`config.mk`:
```
export PLATFORM = sky130hd
export DESIGN_NAME = msb_first_bit_packer
export DESIGN_NICKNAME = d
export VERILOG_FILES = /design/src/hw/rtl/mfbp_pkg.sv /design/src/hw/rtl/mfbp_acc.sv /design/src/hw/rtl/msb_first_bit_packer.sv
export SDC_FILE = /design/constraint.sdc
export NUM_CORES = 1
export LEC_CHECK = 0
export BUFFER_PORTS_ARGS = -buffer_cell sky130_fd_sc_hd__buf_2
export CAP_MARGIN = 20
export CORE_AREA = 8 8 111 113
export DETAILED_ROUTE_END_ITERATION = 8
export DIE_AREA = 0 0 119 121
export HOLD_SLACK_MARGIN = 0.1
export SLEW_MARGIN = 10
export SYNTH_ARGS = -nofsm -noshare
export SYNTH_HDL_FRONTEND = slang
export SYNTH_SLANG_ARGS = --single-unit
```
`constraint.sdc`:
```
create_clock -name clk -period 4.18 [get_ports clk]
set_input_delay 0.627 -clock clk [delete_from_list [all_inputs] [get_ports clk]]
set_output_delay 0.627 -clock clk [all_outputs]
set_load 0.02 [all_outputs]
```
`src/hw/rtl/mfbp_pkg.sv`:
```
package mfbp_pkg;

  localparam int CODE_MAX_BITS_DEF = 32;
  localparam int CODE_FIELD_BITS   = 32;

  localparam logic [1:0] REQ_BYTE  = 2'd0;
  localparam logic [1:0] REQ_CODE  = 2'd1;
  localparam logic [1:0] REQ_FLUSH = 2'd2;

  localparam logic [7:0] ASCII_ZERO  = 8'h30;
  localparam logic [7:0] ASCII_ONE   = 8'h31;
  localparam logic [7:0] ASCII_EIGHT = 8'h38;

  typedef struct packed {
    logic push;
    logic bit_val;
    logic clear;
  } acc_ctl_t;

  typedef struct packed {
    logic [7:0] partial;
    logic [2:0] count;
    logic       byte_done;
    logic [7:0] done_byte;
  } acc_stat_t;

endpackage

```
`src/hw/rtl/mfbp_acc.sv`:
```
module mfbp_acc (
  input  logic              clk,
  input  logic              rst,
  input  mfbp_pkg::acc_ctl_t  ctl,
  output mfbp_pkg::acc_stat_t stat
);
  import mfbp_pkg::*;

  logic [7:0] partial;
  logic [2:0] count;
  logic [7:0] merged;

  // new bit lands at position 7 - count
  assign merged = partial | ({7'b0, ctl.bit_val} << (3'd7 - count));

  assign stat.partial   = partial;
  assign stat.count     = count;
  assign stat.byte_done = ctl.push && (count == 3'd7);
  assign stat.done_byte = merged;

  always_ff @(posedge clk) begin
    if (rst || ctl.clear) begin
      partial <= 8'd0;
      count   <= 3'd0;
    end else if (ctl.push) begin
      if (count == 3'd7) begin
        partial <= 8'd0;
      end else begin
        partial <= merged;
      end
      count <= count + 3'd1;
    end
  end

endmodule

```
`src/hw/rtl/msb_first_bit_packer.sv`:
```
// channel | handshake            | fields
// in      | in_valid / in_stall   | req_type, byte_value, code_bits, code_length
// out     | out_valid / out_stall | out_byte, is_last
//
// A request is taken in idle, then one bit is appended per cycle while the
// output slot is free: a raw byte appends 8 bits, a code code_length bits
// capped at CODE_MAX_BITS and at the 32-bit code field, a flush one or two
// words. All bits pass one at a time through the single bit accumulator.
// rst clears the packer to empty.
// Shifting pauses while a completed word waits in the output register.
module msb_first_bit_packer #(
  parameter int CODE_MAX_BITS = mfbp_pkg::CODE_MAX_BITS_DEF
) (
  input  logic        clk,
  input  logic        rst,
  input  logic        in_valid,
  output logic        in_stall,
  input  logic [1:0]  req_type,
  input  logic [7:0]  byte_value,
  input  logic [31:0] code_bits,
  input  logic [5:0]  code_length,
  output logic        out_valid,
  input  logic        out_stall,
  output logic [7:0]  out_byte,
  output logic        is_last
);
  import mfbp_pkg::*;

  localparam int LenCap = (CODE_MAX_BITS < CODE_FIELD_BITS) ? CODE_MAX_BITS : CODE_FIELD_BITS;

  typedef enum logic [1:0] {
    S_IDLE,
    S_SHIFT,
    S_FLUSH_DATA,
    S_FLUSH_TRAIL
  } state_t;

  state_t      state;
  logic [31:0] src;
  logic [4:0]  idx;
  logic [5:0]  rem;
  logic [5:0]  len_sat;
  logic        slot_free;
  logic        accept;
  logic        load;
  acc_ctl_t    acc_ctl;
  acc_stat_t   acc_stat;

  assign in_stall  = (state != S_IDLE);
  assign accept    = in_valid && !in_stall;
  assign slot_free = !out_valid || !out_stall;
  assign len_sat   = (code_length > 6'(LenCap)) ? 6'(LenCap) : code_length;
  assign load      = slot_free && (((state == S_SHIFT) && acc_stat.byte_done) ||
                                   (state == S_FLUSH_DATA) || (state == S_FLUSH_TRAIL));

  always_comb begin
    acc_ctl.push    = (state == S_SHIFT) && slot_free;
    acc_ctl.bit_val = src[idx];
    acc_ctl.clear   = (state == S_FLUSH_TRAIL) && slot_free;
  end

  mfbp_acc u_acc (
    .clk  (clk),
    .rst  (rst),
    .ctl  (acc_ctl),
    .stat (acc_stat)
  );

  always_ff @(posedge clk) begin
    if (rst) begin
      state     <= S_IDLE;
      out_valid <= 1'b0;
    end else begin
      if (out_valid && !out_stall && !load) begin
        out_valid <= 1'b0;
      end
      case (state)
        S_IDLE: begin
          if (accept) begin
            case (req_type)
              REQ_BYTE: begin
                src   <= {24'b0, byte_value};
                idx   <= 5'd7;
                rem   <= 6'd8;
                state <= S_SHIFT;
              end
              REQ_CODE: begin
                src <= code_bits;
                idx <= 5'(len_sat - 6'd1);
                rem <= len_sat;
                if (len_sat != 6'd0) begin
                  state <= S_SHIFT;
                end
              end
              REQ_FLUSH: begin
                state <= (acc_stat.count != 3'd0) ? S_FLUSH_DATA : S_FLUSH_TRAIL;
              end
              default: begin
              end
            endcase
          end
        end
        S_SHIFT: begin
          if (slot_free) begin
            if (acc_stat.byte_done) begin
              out_valid <= 1'b1;
              out_byte  <= acc_stat.done_byte;
              is_last   <= 1'b0;
            end
            idx <= idx - 5'd1;
            rem <= rem - 6'd1;
            if (rem == 6'd1) begin
              state <= S_IDLE;
            end
          end
        end
        S_FLUSH_DATA: begin
          if (slot_free) begin
            out_valid <= 1'b1;
            out_byte  <= acc_stat.partial;
            is_last   <= 1'b0;
            state     <= S_FLUSH_TRAIL;
          end
        end
        S_FLUSH_TRAIL: begin
          if (slot_free) begin
            out_valid <= 1'b1;
            out_byte  <= (acc_stat.count == 3'd0) ? ASCII_EIGHT
                                                  : ASCII_ZERO + {5'b0, acc_stat.count};
            is_last   <= 1'b1;
            state     <= S_IDLE;
          end
        end
        default: begin
          state <= S_IDLE;
        end
      endcase
    end
  end

  a_trail_digit: assert property (@(posedge clk) disable iff (rst)
    out_valid && is_last |-> (out_byte >= ASCII_ONE) && (out_byte <= ASCII_EIGHT))
    else $error("trailer digit out of range");

  a_trail_clears: assert property (@(posedge clk) disable iff (rst)
    (state == S_FLUSH_TRAIL) && slot_free |=> (acc_stat.count == 3'd0) && (state == S_IDLE))
    else $error("packer not cleared after trailer");

  a_empty_flush: assert property (@(posedge clk) disable iff (rst)
    accept && (req_type == REQ_FLUSH) && (acc_stat.count == 3'd0) |=> state == S_FLUSH_TRAIL)
    else $error("empty flush emitted a data word");

  a_shift_rem: assert property (@(posedge clk) disable iff (rst)
    state == S_SHIFT |-> rem != 6'd0)
    else $error("shifting with no bits left");

endmodule
```
## Word level (Yosys, flattened, before mapping)

Cells that the tools add are included.

| word-level totals | value |
|---|---|
| register bits | 66 |
| input bits | 52 |
| word-level logic and storage cells | 104 |

| cells by class | value |
|---|---|
| add/sub/neg operators | 6 |
| magnitude comparators | 2 |
| eq/ne operators | 16 |
| shift-type cells | 1 |
| mux-type cells | 38 |
| bitwise operators | 2 |
| reductions and logical operators | 30 |

Operators by type and width:

| cell | number |
|---|---|
| $pmux 32 s2 | 1 |
| $mux 8 | 5 |
| $pmux 6 s2 | 2 |
| $pmux 8 s3 | 1 |
| $pmux 5 s2 | 2 |
| $mux 6 | 3 |
| $mux 2 | 6 |
| $mux 1 | 10 |
| $mux 5 | 2 |
| $ne 2x2->1 const B | 5 |
| $sub 5x1->5 const B | 2 |
| $logic_and 1x1->1 | 8 |
| $or 8x8->8 | 1 |
| $pmux 2 s4 | 1 |
| $shl 1x3->8 | 1 |
| $add 6x3->7 const A | 1 |
| $mux 7 | 1 |
| $reduce_and 7->1 | 1 |
| $eq 2x2->1 const B | 3 |
| $eq 6x1->1 const B | 1 |
| $gt 6x6->1 const B | 1 |
| $lt 5x6->1 const B | 1 |
| $pmux 2 s3 | 1 |
| $reduce_and 6->1 | 1 |
| 23 further kinds | 34 |

## Depth between registers and ports, before layout

Gate-level depths: netlist of the first run.

| logic depth | value |
|---|---|
| word-level depth | 14 |
| gate-level depth with buffers | 7 |

## Cells and area by module

Synthesis of the first run repeated with hierarchy kept, for this count alone.

| second synthesis, totals | value |
|---|---|
| cell total of the unflattened synthesis | 322 |
| area, all modules | 3419.5 µm² |

By module, submodules not included:

| module | instances | cells an instance | area an instance (µm²) | sequential area each (µm²) |
|---|---|---|---|---|
| msb_first_bit_packer | 1 | 263 | 2884.0 | 1621.6 |
| mfbp_acc | 1 | 59 | 535.5 | 220.2 |

## Worst setup path after synthesis of the first run

Ideal clock, no wire load.

| path | value |
|---|---|
| path kind | input to register |
| start | input rst |
| end | register src[0] (enable) |
| data arrival time | 3079 ps |
| data required time | 3719 ps |
| slack | 640 ps |
| cell stages on the path | 2 |
| buffers on the path | 1 |
| cell sequence | clkbuf_1 > nor3_1 |

| on the way | value |
|---|---|
| word-level cells in the longest chain between the ends | 2 |

RTL lines:

| element | line | source |
|---|---|---|
| start, declared | msb_first_bit_packer.sv:15 | `input logic rst,` |
| $not 1->1 (no line) | n/a |  |
| $reduce_and 4->1 (no line) | n/a |  |
| end signal, assigned | msb_first_bit_packer.sv:82 | `src <= {24'b0, byte_value};` |
| end signal, assigned | msb_first_bit_packer.sv:88 | `src <= code_bits;` |
| end, declared | msb_first_bit_packer.sv:39 | `logic [31:0] src;` |

No other way between the ends.
A chain may end at the register's enable or synchronous reset.

## Final worst setup path of the first run

| path | value |
|---|---|
| start | register idx[0] |
| end | register out_byte[5], data pin |

| on the way | value |
|---|---|
| word-level cells in the longest chain between the ends | 7 |

RTL lines:

| element | line | source |
|---|---|---|
| start, declared | msb_first_bit_packer.sv:40 | `logic [4:0] idx;` |
| start signal, assigned | msb_first_bit_packer.sv:89 | `idx <= 5'(len_sat - 6'd1);` |
| start signal, assigned | msb_first_bit_packer.sv:110 | `idx <= idx - 5'd1;` |
| $bmux 1 s5 | msb_first_bit_packer.sv:58 | `acc_ctl.bit_val = src[idx];` |
| $mux 1 (implied by the code) | msb_first_bit_packer.sv:58 |  |
| $shl 1x3->8 | mfbp_acc.sv:14 | `assign merged = partial \| ({7'b0, ctl.bit_val} << (3'd7 - count));` |
| $or 8x8->8 | mfbp_acc.sv:14 |  |
| $mux 8 | msb_first_bit_packer.sv:105 | `if (acc_stat.byte_done) begin` |
| $mux 8 | msb_first_bit_packer.sv:104 | `if (slot_free) begin` |
| $pmux 8 s3 | msb_first_bit_packer.sv:77 | `case (state)` |
| end signal, assigned | msb_first_bit_packer.sv:107 | `out_byte <= acc_stat.done_byte;` |
| end signal, assigned | msb_first_bit_packer.sv:120 | `out_byte <= acc_stat.partial;` |
| end signal, assigned | msb_first_bit_packer.sv:128 | `out_byte <= (acc_stat.count == 3'd0) ? ASCII_EIGHT` |
| end, declared | msb_first_bit_packer.sv:24 | `output logic [7:0] out_byte,` |

No other way between the ends. The select of a mux whose other input is x is not followed.

==> flow_metrics.tcl, run 1 <==
set metrics [dict create \
    postSynth.asyncResetShare 0 \
    grt_pass1_vias 2337 \
    die_w_um 119 \
    drive_above_1_share 0.255 \
    nets 407 \
    min_period_over_period 0.610 \
    place.gp.congestion 0.781 \
    cp.required_ns 4.26 \
    cts_sinks 66 \
    worstSkewPairLatency_ns 0.34 \
    syn_to_final_growth_pct 19.1 \
    ctsResizeCount 0 \
    ir_drop_v 0.000164 \
    track_usage 0.0963 \
    fin_skew_ns 0.00740 \
    p_per_area_nw_per_um2 362 \
    crit_type "register to register" \
    start_util 0.311 \
    ios 63 \
    wl_met1_mm 2.98 \
    topRoutingLayerUsed "met4" \
    finalMaxSlewViolations 0 \
    drc 0 \
    dieArea_um2 14400 \
    syn_area_um2 3300 \
    grt_overflow 0 \
    timing.final.hold_violations 0 \
    synthFlopType "edfxtp_1" \
    antenna_found_initial 0 \
    tightest_slew_ns 0.816 \
    period_minus_slack_ns 2.55 \
    core_um2 10600 \
    fillers 1047 \
    num_rows 38 \
    viasPerCell 4.73 \
    num_vias 2330 \
    worst_hold_path_type "register to register" \
    setup_viol 0 \
    wl_per_cell_um 13.9 \
    tns_ns 0 \
    fmaxAchievable_mhz 392 \
    grt_max_degree 35 \
    cts.htree.levels 3 \
    max_slew_margin 0.448 \
    cts_tree "built" \
    grt_setup_unrepaired "false" \
    synth_area_leaders "edfxtp_1 (47%), dfxtp_1 (8.5%), mux4_1 (4.8%)" \
    die_h_um 121 \
    regArea_um2 1840 \
    clockRootBuffer "clkbuf_8" \
    yosysTopAreaCellShare 0.474 \
    ys_ff_latch 66 \
    path_clk_slew_ns 0.07 \
    wirelength_mm 6.83 \
    syn_avg_cell_area_um2 11.6 \
    post_cts_buffers 0 \
    synth_nets 343 \
    cts_buffers 9 \
    synth_edf_count 52 \
    cp-end-kind "register" \
    multiInputGateArea_um2 1360 \
    drv_cap 0 \
    p_leak_nw 1.54 \
    critical_path_arrival_ns 2.63 \
    crit_path_max_fanout 16 \
    met2_length_mm 3.43 \
    firstDrtPassIters 4 \
    synth.distinct_cells 44 \
    io_buffer_count 62 \
    num_antenna_cells 0 \
    met3_length_um 354 \
    finalPower_w 0.00142 \
    outcome "completed" \
    yosys_warnings 0 \
    ys_seq_area_frac 0.559 \
    hold_buffers 0 \
    clk_path_buf_depth 2 \
    grt_pass1_wl_mm 11.1 \
    drt_iter0_drc 137 \
    synth_cells 284 \
    ant_nets 0 \
    start_kind "register" \
    dp_hpwl_mm 5.10 \
    synth_top_area_cell "edfxtp_1" \
]
[layer usage]
metal	track usage	vias up
met5	0	-
met4	0.0308	0
met3	0.0377	6
met2	0.165	49
met1	0.108	1095
li1	-	1180
[final timing paths]
path | startpoint | endpoint | slack [ns] | cells after the start
hold / removal | u_acc.partial[3]$_SDFFE_PP0N_ | u_acc.partial[3]$_SDFFE_PP0N_ | 0.47 | 1
setup / recovery | idx[0]$_DFFE_PP_ | out_byte[5]$_DFFE_PP_ | 1.63 | 5
setup reg to reg | idx[0]$_DFFE_PP_ | out_byte[5]$_DFFE_PP_ | 1.63 | 5
hold reg to reg | u_acc.partial[3]$_SDFFE_PP0N_ | u_acc.partial[3]$_SDFFE_PP0N_ | 0.47 | 1
[cells in the mapped netlist (2+ instances only)]
cell and n:
xnor2_1 5, buf_6 2, nand2_1 36, clkbuf_1 10, a211oi_1 2, nor2b_1 6, edfxtp_1 52, xor2_1 4
nand3_1 3, a311o_1 2, inv_1 10, a22oi_1 2, or2_2 2, nand2b_1 5, a22o_1 2, a21oi_1 10
and2_1 24, nor3b_1 4, ha_1 7, nor4b_1 2, a31o_1 2, nor2_1 22, nor3_1 7, mux4_1 6
dfxtp_1 14, o22ai_1 4, a32o_1 11, o21ai_0 7, a31o_2 3, mux2i_1 4
[worst max-delay path, cell delays in order, from the launching register on]
cell	delay, ns
edfxtp_1	0.72
mux4_1	0.62
o2bb2ai_1	0.13
o21ai_0	0.19
o22ai_2	0.28
a311o_1	0.36
[layout by cell type, fill, tap and decap left out, drive strengths merged, types with 2 or more instances in the layout]
cell      netlist  routed
nand2          36      36
nor3            7       7
a211oi          2       2
nand2b          5       5
a22oi           2       2
a311o           2       2
nor3b           4       4
buf             3      66
xnor2           5       5
edfxtp         52      52
a22o            2       2
and2           24      24
nand3           3       3
xor2            4       4
a32o           11      11
a31o            5       5
or2             3       3
nor2           22      22
clkbuf         10       9
inv            10      11
o22ai           5       5
nor2b           6       6
dfxtp          14      14
a21oi          10      10
ha              7       7
nor4b           2       2
mux2i           4       4
mux4            6       6
clkinvlp        0       3
o21ai           7       7
clkinv          0       3
[sequential cells by signal, indices dropped and copies added (netlist names)]
register,cells
out_byte,8
idx,5
u_acc.count,3
is_last,1
state,2
src,32
out_valid,1
u_acc.partial,8
rem,6
[through the flow]
step / instance area, µm² / utilization / hold WS (ns) / setup slack, ns / instances
3_5_place_dp: 3750 / 0.353 / 0.456 / 1.67 / 476
4_1_cts: 3920 / 0.369 / 0.474 / 1.65 / 492
2_1_floorplan: 3300 / - / 0.436 / 0.640 / 284
5_1_grt: 3930 / 0.370 / 0.487 / 1.49 / 493
6_report: 3930 / 0.370 / 0.471 / 1.63 / 493
3_3_place_gp: 3750 / 0.353 / 0.448 / 1.70 / 476
[power by group]
part / internal, W / total (W) / switching (W)
registers: 0.000743 / 0.000770 / 0.0000270
logic: 0.0000853 / 0.000194 / 0.000109
clock network: 0.000212 / 0.000457 / 0.000245
[area by class of cell]
class | count | share of cell area
multi-input cells | 195 | 0.346
well taps | 140 | 0.0446
clock inverters | 7 | 0.0115
flip-flops and latches | 66 | 0.469
repair buffers | 66 | 0.0876
inverters | 10 | 0.00956
clock buffers | 9 | 0.0315
[logic make-up (layout without fill, tap and decap cells)]
logic type / Yosys count / in the layout / share of synthesized area
xor gates and xnor gates: 9 / 9 / 0.0239
DFF: 66 / 66 / 0.559
adders and majority gates: 7 / 7 / 0.0266
AOI/OAI and AO/OA: 54 / 54 / 0.125
and+or+nand+nor: 114 / 114 / 0.172
muxes: 11 / 11 / 0.0634
buffers and inverters: 23 / 92 / 0.0311
Power figures use the tool's default switching activity.
==> run 2, diff against run 1 <==
Settings changed: ABC_AREA set to 1, CORE_AREA 8 8 111 113 to 8 8 115 117, DIE_AREA 0 0 119 121 to 0 0 123 125.
Clock period 4.18 ns to 2.25 ns, I/O delays scaled along.
==> flow_metrics.tcl, run 2 <==
set metrics [dict create \
    outcome "completed" \
    setup_viol 0 \
    viasPerCell 4.54 \
    grt_setup_unrepaired "false" \
    max_slew_margin 0.692 \
    reg2reg_depth 12 \
    num_rows 40 \
    cts_tree "built" \
    cp.required_ns 2.45 \
    io_buffer_count 62 \
    clkPwrFrac 0.363 \
    num_antenna_cells 0 \
    hold_buffers 0 \
    synth_top_area_cell "edfxtp_1" \
    synth_edf_count 52 \
    clockRootBuffer "clkbuf_16" \
    cp-end-kind "register" \
    synth_area_leaders "edfxtp_1 (44%), nand2_1 (11%), dfxtp_1 (7.9%)" \
    r2r-end "out_byte[6]$_DFFE_PP_" \
    synth.most_common_cell "nand2_1" \
    worstSkewPairLatency_ns 0.33 \
    postSynth.asyncResetShare 0 \
    holdPathEnd "src[7]$_DFFE_PP_" \
    switching_share 0.301 \
    wirelength_mm 8.15 \
    drt_iter0_drc 116 \
    synthFlopType "edfxtp_1" \
    firstDrtPassIters 6 \
    fmaxAchievable_mhz 520 \
    period_minus_slack_ns 1.92 \
    clk_path_buf_depth 2 \
    min_period_over_period 0.855 \
    ir_drop_v 0.000350 \
    combinationalPowerShare 0.215 \
    drv_cap 0 \
    dieArea_um2 15400 \
    tns_ns 0 \
    crit_path_max_fanout 9 \
    final_common_cell "nand2_1" \
    p_per_area_nw_per_um2 857 \
    final_area_um2 4300 \
    start_kind "register" \
    drive_above_1_share 0.225 \
    top_register "src" \
    p_leak_nw 1.96 \
    power.switching_w 0.00111 \
    cts_sinks 66 \
    tightest_slew_ns 0.461 \
    critical_path_arrival_ns 2.12 \
    holdPathStages 3 \
    die_w_um 123 \
    internal_power_w 0.00257 \
    path_clk_slew_ns 0.05 \
    syn_to_final_growth_pct 21.6 \
    synth_common_cells "nand2_1 (108), inv_1 (62), edfxtp_1 (52)" \
    nets 547 \
    reg.largest.list "src: 32 flops, out_byte: 8 flops, u_acc.partial: 8 flops" \
    syn_area_um2 3540 \
    seqPwrFrac 0.422 \
    ys_seq_area_frac 0.521 \
    cts.htree.levels 3 \
    synth_cells 417 \
    synth.distinct_cells 38 \
    yosys_warnings 0 \
    grt_overflow 0 \
    place.gp.congestion 0.843 \
    ctsResizeCount 0 \
    final_cell_mix "nand2_1 (108), inv_1 (62), buf_2 (62)" \
    num_vias 2908 \
    crit_type "register to register" \
    ant_nets 0 \
    start_util 0.305 \
    cts_buffers 9 \
    die_h_um 125 \
    track_usage 0.113 \
    ff2ff_setup_slack_ns 0.33 \
    dp_hpwl_mm 6.11 \
    grt_max_degree 33 \
    r2r-start "idx[1]$_DFFE_PP_" \
    wl_per_cell_um 12.7 \
    placed_area_um2 4010 \
    timing.final.hold_violations 0 \
    yosysTopAreaCellShare 0.441 \
    largest_reg_flops 32 \
    finalMaxSlewViolations 0 \
    ys_ff_latch 66 \
    min-delay-start "byte_value[7]" \
    antenna_found_initial 0 \
    grt_pass1_vias 2860 \
    grt_pass1_wl_mm 13.8 \
    core_um2 11600 \
    ios 63 \
    synth_nets 476 \
    drc 0 \
    fin_skew_ns 0.00379 \
    syn_avg_cell_area_um2 8.48 \
    worst_hold_path_type "input port to register" \
]
[run 2: repair_timing]
item	in CTS	in global routing
setup endpoints to repair	0	6
endpoints found under the hold margin	0	0
buffers inserted	0	2
[run 2: how the worst max path moves through the flow]
stage,end,depth (start not counted),start
2_1_floorplan,is_last$_DFFE_PP_,8,state[1]$_SDFFE_PP0P_
3_3_place_gp,out_byte[3]$_DFFE_PP_,15,idx[0]$_DFFE_PP_
3_5_place_dp,out_byte[2]$_DFFE_PP_,13,idx[0]$_DFFE_PP_
4_1_cts,out_byte[2]$_DFFE_PP_,13,idx[0]$_DFFE_PP_
5_1_grt,out_byte[3]$_DFFE_PP_,12,idx[1]$_DFFE_PP_
6_report,out_byte[6]$_DFFE_PP_,12,idx[1]$_DFFE_PP_
[run 2: cells by family after synthesis]
group                    count (synthesis)  share of synthesized area
AND/OR/NAND/NOR                        207                      0.259
buffers and inverters                   78                     0.0994
flip-flops                              66                      0.521
AO/OA/AOI/OAI                           57                     0.0916
adder cells (fa/ha/maj)                  7                     0.0248
XOR/XNOR                                 2                    0.00495
[run 2: power by group through the flow]
stage | logic [W] | registers (W) | clock network (W)
floorplan | 0.000602 | 0.00153 | 0
global placement | 0.000766 | 0.00158 | 0
detailed placement | 0.000781 | 0.00158 | 0
CTS | 0.000786 | 0.00156 | 0.00137
global route | 0.000904 | 0.00156 | 0.00142
finish | 0.000792 | 0.00155 | 0.00134
[run 2: final cells by class]
| cell class | instances | area, µm² |
|---|---|---|
| clock buffers | 13 | 240 |
| clock inverters | 3 | 40.0 |
| fillers | 1194 | 7310 |
| inverters | 67 | 256 |
| multi-input cells | 273 | 1360 |
| flip-flops and latches | 66 | 1840 |
| well taps | 147 | 184 |
| repair buffers | 71 | 378 |
[run 2: metrics by stage]
step	setup WS, ns	hold slack [ns]	util	std cells	power [W]
6_report	0.327	0.272	0.370	640	0.00368
5_1_grt	0.100	0.276	0.370	640	0.00389
4_1_cts	0.191	0.263	0.369	638	0.00371
3_5_place_dp	0.198	0.469	0.345	622	0.00236
3_3_place_gp	0.266	0.450	0.345	622	0.00235
2_1_floorplan	0.132	0.441	-	417	0.00214
[run 2: worst max-delay path, stage by stage, from the launching register on]
cell and delay, ns:
edfxtp_1 0.61, inv_1 0.24, nand3_1 0.14, nand3_1 0.08, nand2_1 0.09, nand3_2 0.09, nand2_4 0.12, nand2_2 0.06
nor2_2 0.11, nand2_1 0.07, nand2_1 0.07, inv_2 0.05, nor2_2 0.06
[run 2: metal layers]
layer | part of all wire | global-route usage | routed length [µm]
met1 | 0.45 | 0.145 | 3670
met2 | 0.45 | 0.165 | 3690
met3 | 0.069 | 0.0329 | 559
met4 | 0.029 | 0.0652 | 236
met5 | 0 | 0 | 0
==> run 3, diff against run 2 <==
Settings changed: CTS_CLUSTER_SIZE set to 14, RECOVER_POWER set to 50.
==> flow_metrics.tcl, run 3 (synthesized netlist as in run 2, its figures left out) <==
set metrics [dict create \
    reg2reg_depth 4 \
    start_kind "register" \
    cts_sinks 66 \
    ctsResizeCount 0 \
    crit_family "buffers and inverters" \
    num_rows 40 \
    outcome "completed" \
    grt_setup_unrepaired "false" \
    period_minus_slack_ns 2.01 \
    min-delay-start "byte_value[7]" \
    cts_tree "built" \
    ir_drop_v 0.000350 \
    ios 63 \
    grt_overflow 0 \
    fin_skew_ns 0.00416 \
    num_antenna_cells 0 \
    fmaxAchievable_mhz 497 \
    dieArea_um2 15400 \
    cts.htree.levels 3 \
    final_cell_mix "nand2_1 (108), inv_1 (63), edfxtp_1 (52), buf_2 (52), nor2_1 (48)" \
    setup_viol 0 \
    viasPerCell 4.54 \
    drv_cap 0 \
    largest_reg_flops 32 \
    tightest_slew_ns 1.25 \
    track_usage 0.113 \
    top_register "src" \
    die_h_um 125 \
    final_common_cell "nand2_1" \
    grt_max_degree 33 \
    worst_hold_path_type "input port to register" \
    cp-startpoint "state[1]$_SDFFE_PP0P_" \
    clockRootBuffer "clkbuf_16" \
    syn_to_final_growth_pct 20.8 \
    dp_hpwl_mm 6.11 \
    nets 547 \
    io_buffer_count 62 \
    wirelength_mm 8.17 \
    antenna_found_initial 0 \
    ant_nets 0 \
    firstDrtPassIters 4 \
    worst-path-stages 4 \
    cp_slowest_cell "clkbuf_2" \
    dp_slack_ns 0.198 \
    grt_pass1_vias 2860 \
    tns_ns 0 \
    path_clk_slew_ns 0.05 \
    reg.largest.list "src: 32 flops, out_byte: 8 flops, u_acc.partial: 8 flops" \
    timing.final.hold_violations 0 \
    fin_ws_ns 0.238 \
    critPathMaxStageDelay_ns 0.61 \
    worst-path-buf-inv 2 \
    num_vias 2903 \
    cp_cell_sequence "nor2_1 -> inv_1 -> nor3_4 -> clkbuf_2" \
    drc 0 \
    drt_iter0_drc 140 \
    cts_buffers 9 \
    wl_per_cell_um 12.8 \
    crit_type "register to register" \
    grt_pass1_wl_mm 13.8 \
    min_period_over_period 0.894 \
    place.gp.congestion 0.843 \
    die_w_um 123 \
    p_per_area_nw_per_um2 861 \
    p_leak_nw 1.93 \
    r2r-start "state[1]$_SDFFE_PP0P_" \
    worstSkewPairLatency_ns 0.33 \
    max_slew_margin 0.167 \
    holdPathStages 3 \
    clk_path_buf_depth 2 \
    critical_path_arrival_ns 1.97 \
    finalPower_w 0.00368 \
    crit_path_max_fanout 32 \
    cp.required_ns 2.21 \
    start_util 0.305 \
    drive_above_1_share 0.195 \
    core_um2 11600 \
    finalMaxSlewViolations 0 \
    cp-end-kind "register" \
]
==> run 3: changes by cell type in the layout (fill, tap and decap cells not counted), sizes merged <==
cell / change
clkbuf: +12
buf: -12
==> run 3: report_power, final <==
part	internal, W	switching [W]	total [W]
Clock	0.000854	0.000484	0.00134
Combinational	0.000262	0.000527	0.000789
Sequential	0.00145	0.0000990	0.00155
==> run 3: stage by stage <==
step           hold WS [ns]  instance area, µm²  std cells   util
2_1_floorplan         0.441                3550        417      -
4_1_cts               0.263                4290        638  0.369
6_report              0.272                4270        640  0.368
3_3_place_gp          0.450                4010        622  0.345
5_1_grt               0.276                4270        640  0.368
3_5_place_dp          0.469                4010        622  0.345
==> run 3: worst reg2reg max path, delay by kind of cell, from the launching register on <==
family        cells  cell delay, ns
simple gates      2            0.41
buf+inv           2            0.77
flops             1            0.43
==> run 3: final timing paths <==
kind	end	slack (ns)
max	src[25]$_SDFFCE_PN0P_	0.24
min	src[7]$_DFFE_PP_	0.27
max reg2reg	src[25]$_SDFFCE_PN0P_	0.24
min reg2reg	u_acc.partial[4]$_SDFFE_PP0N_	0.47
==> run 3: metal layers <==
layer,routed length (µm),GRT usage,up-vias,share of wire
li1,-,-,1495,-
met1,3760,0.145,1323,0.46
met2,3700,0.165,67,0.45
met3,463,0.0329,18,0.057
met4,249,0.0652,0,0.030
met5,0,0,-,0
==> run 3: what timing repair did <==
action,in CTS,in global routing
hold endpoints to repair,0,0
setup buffers,0,2
hold buffers,0,0
endpoints found under the setup margin,0,6
==> run 3: area by class of cell <==
cell class / instances / area [µm²]
Fill cell: 1205 / 7340
Sequential cell: 66 / 1840
Multi-Input combinational cell: 273 / 1350
Timing Repair Buffer: 71 / 359
Inverter: 67 / 256
Clock buffer: 13 / 240
Tap cell: 147 / 184
Clock inverter: 3 / 40.0
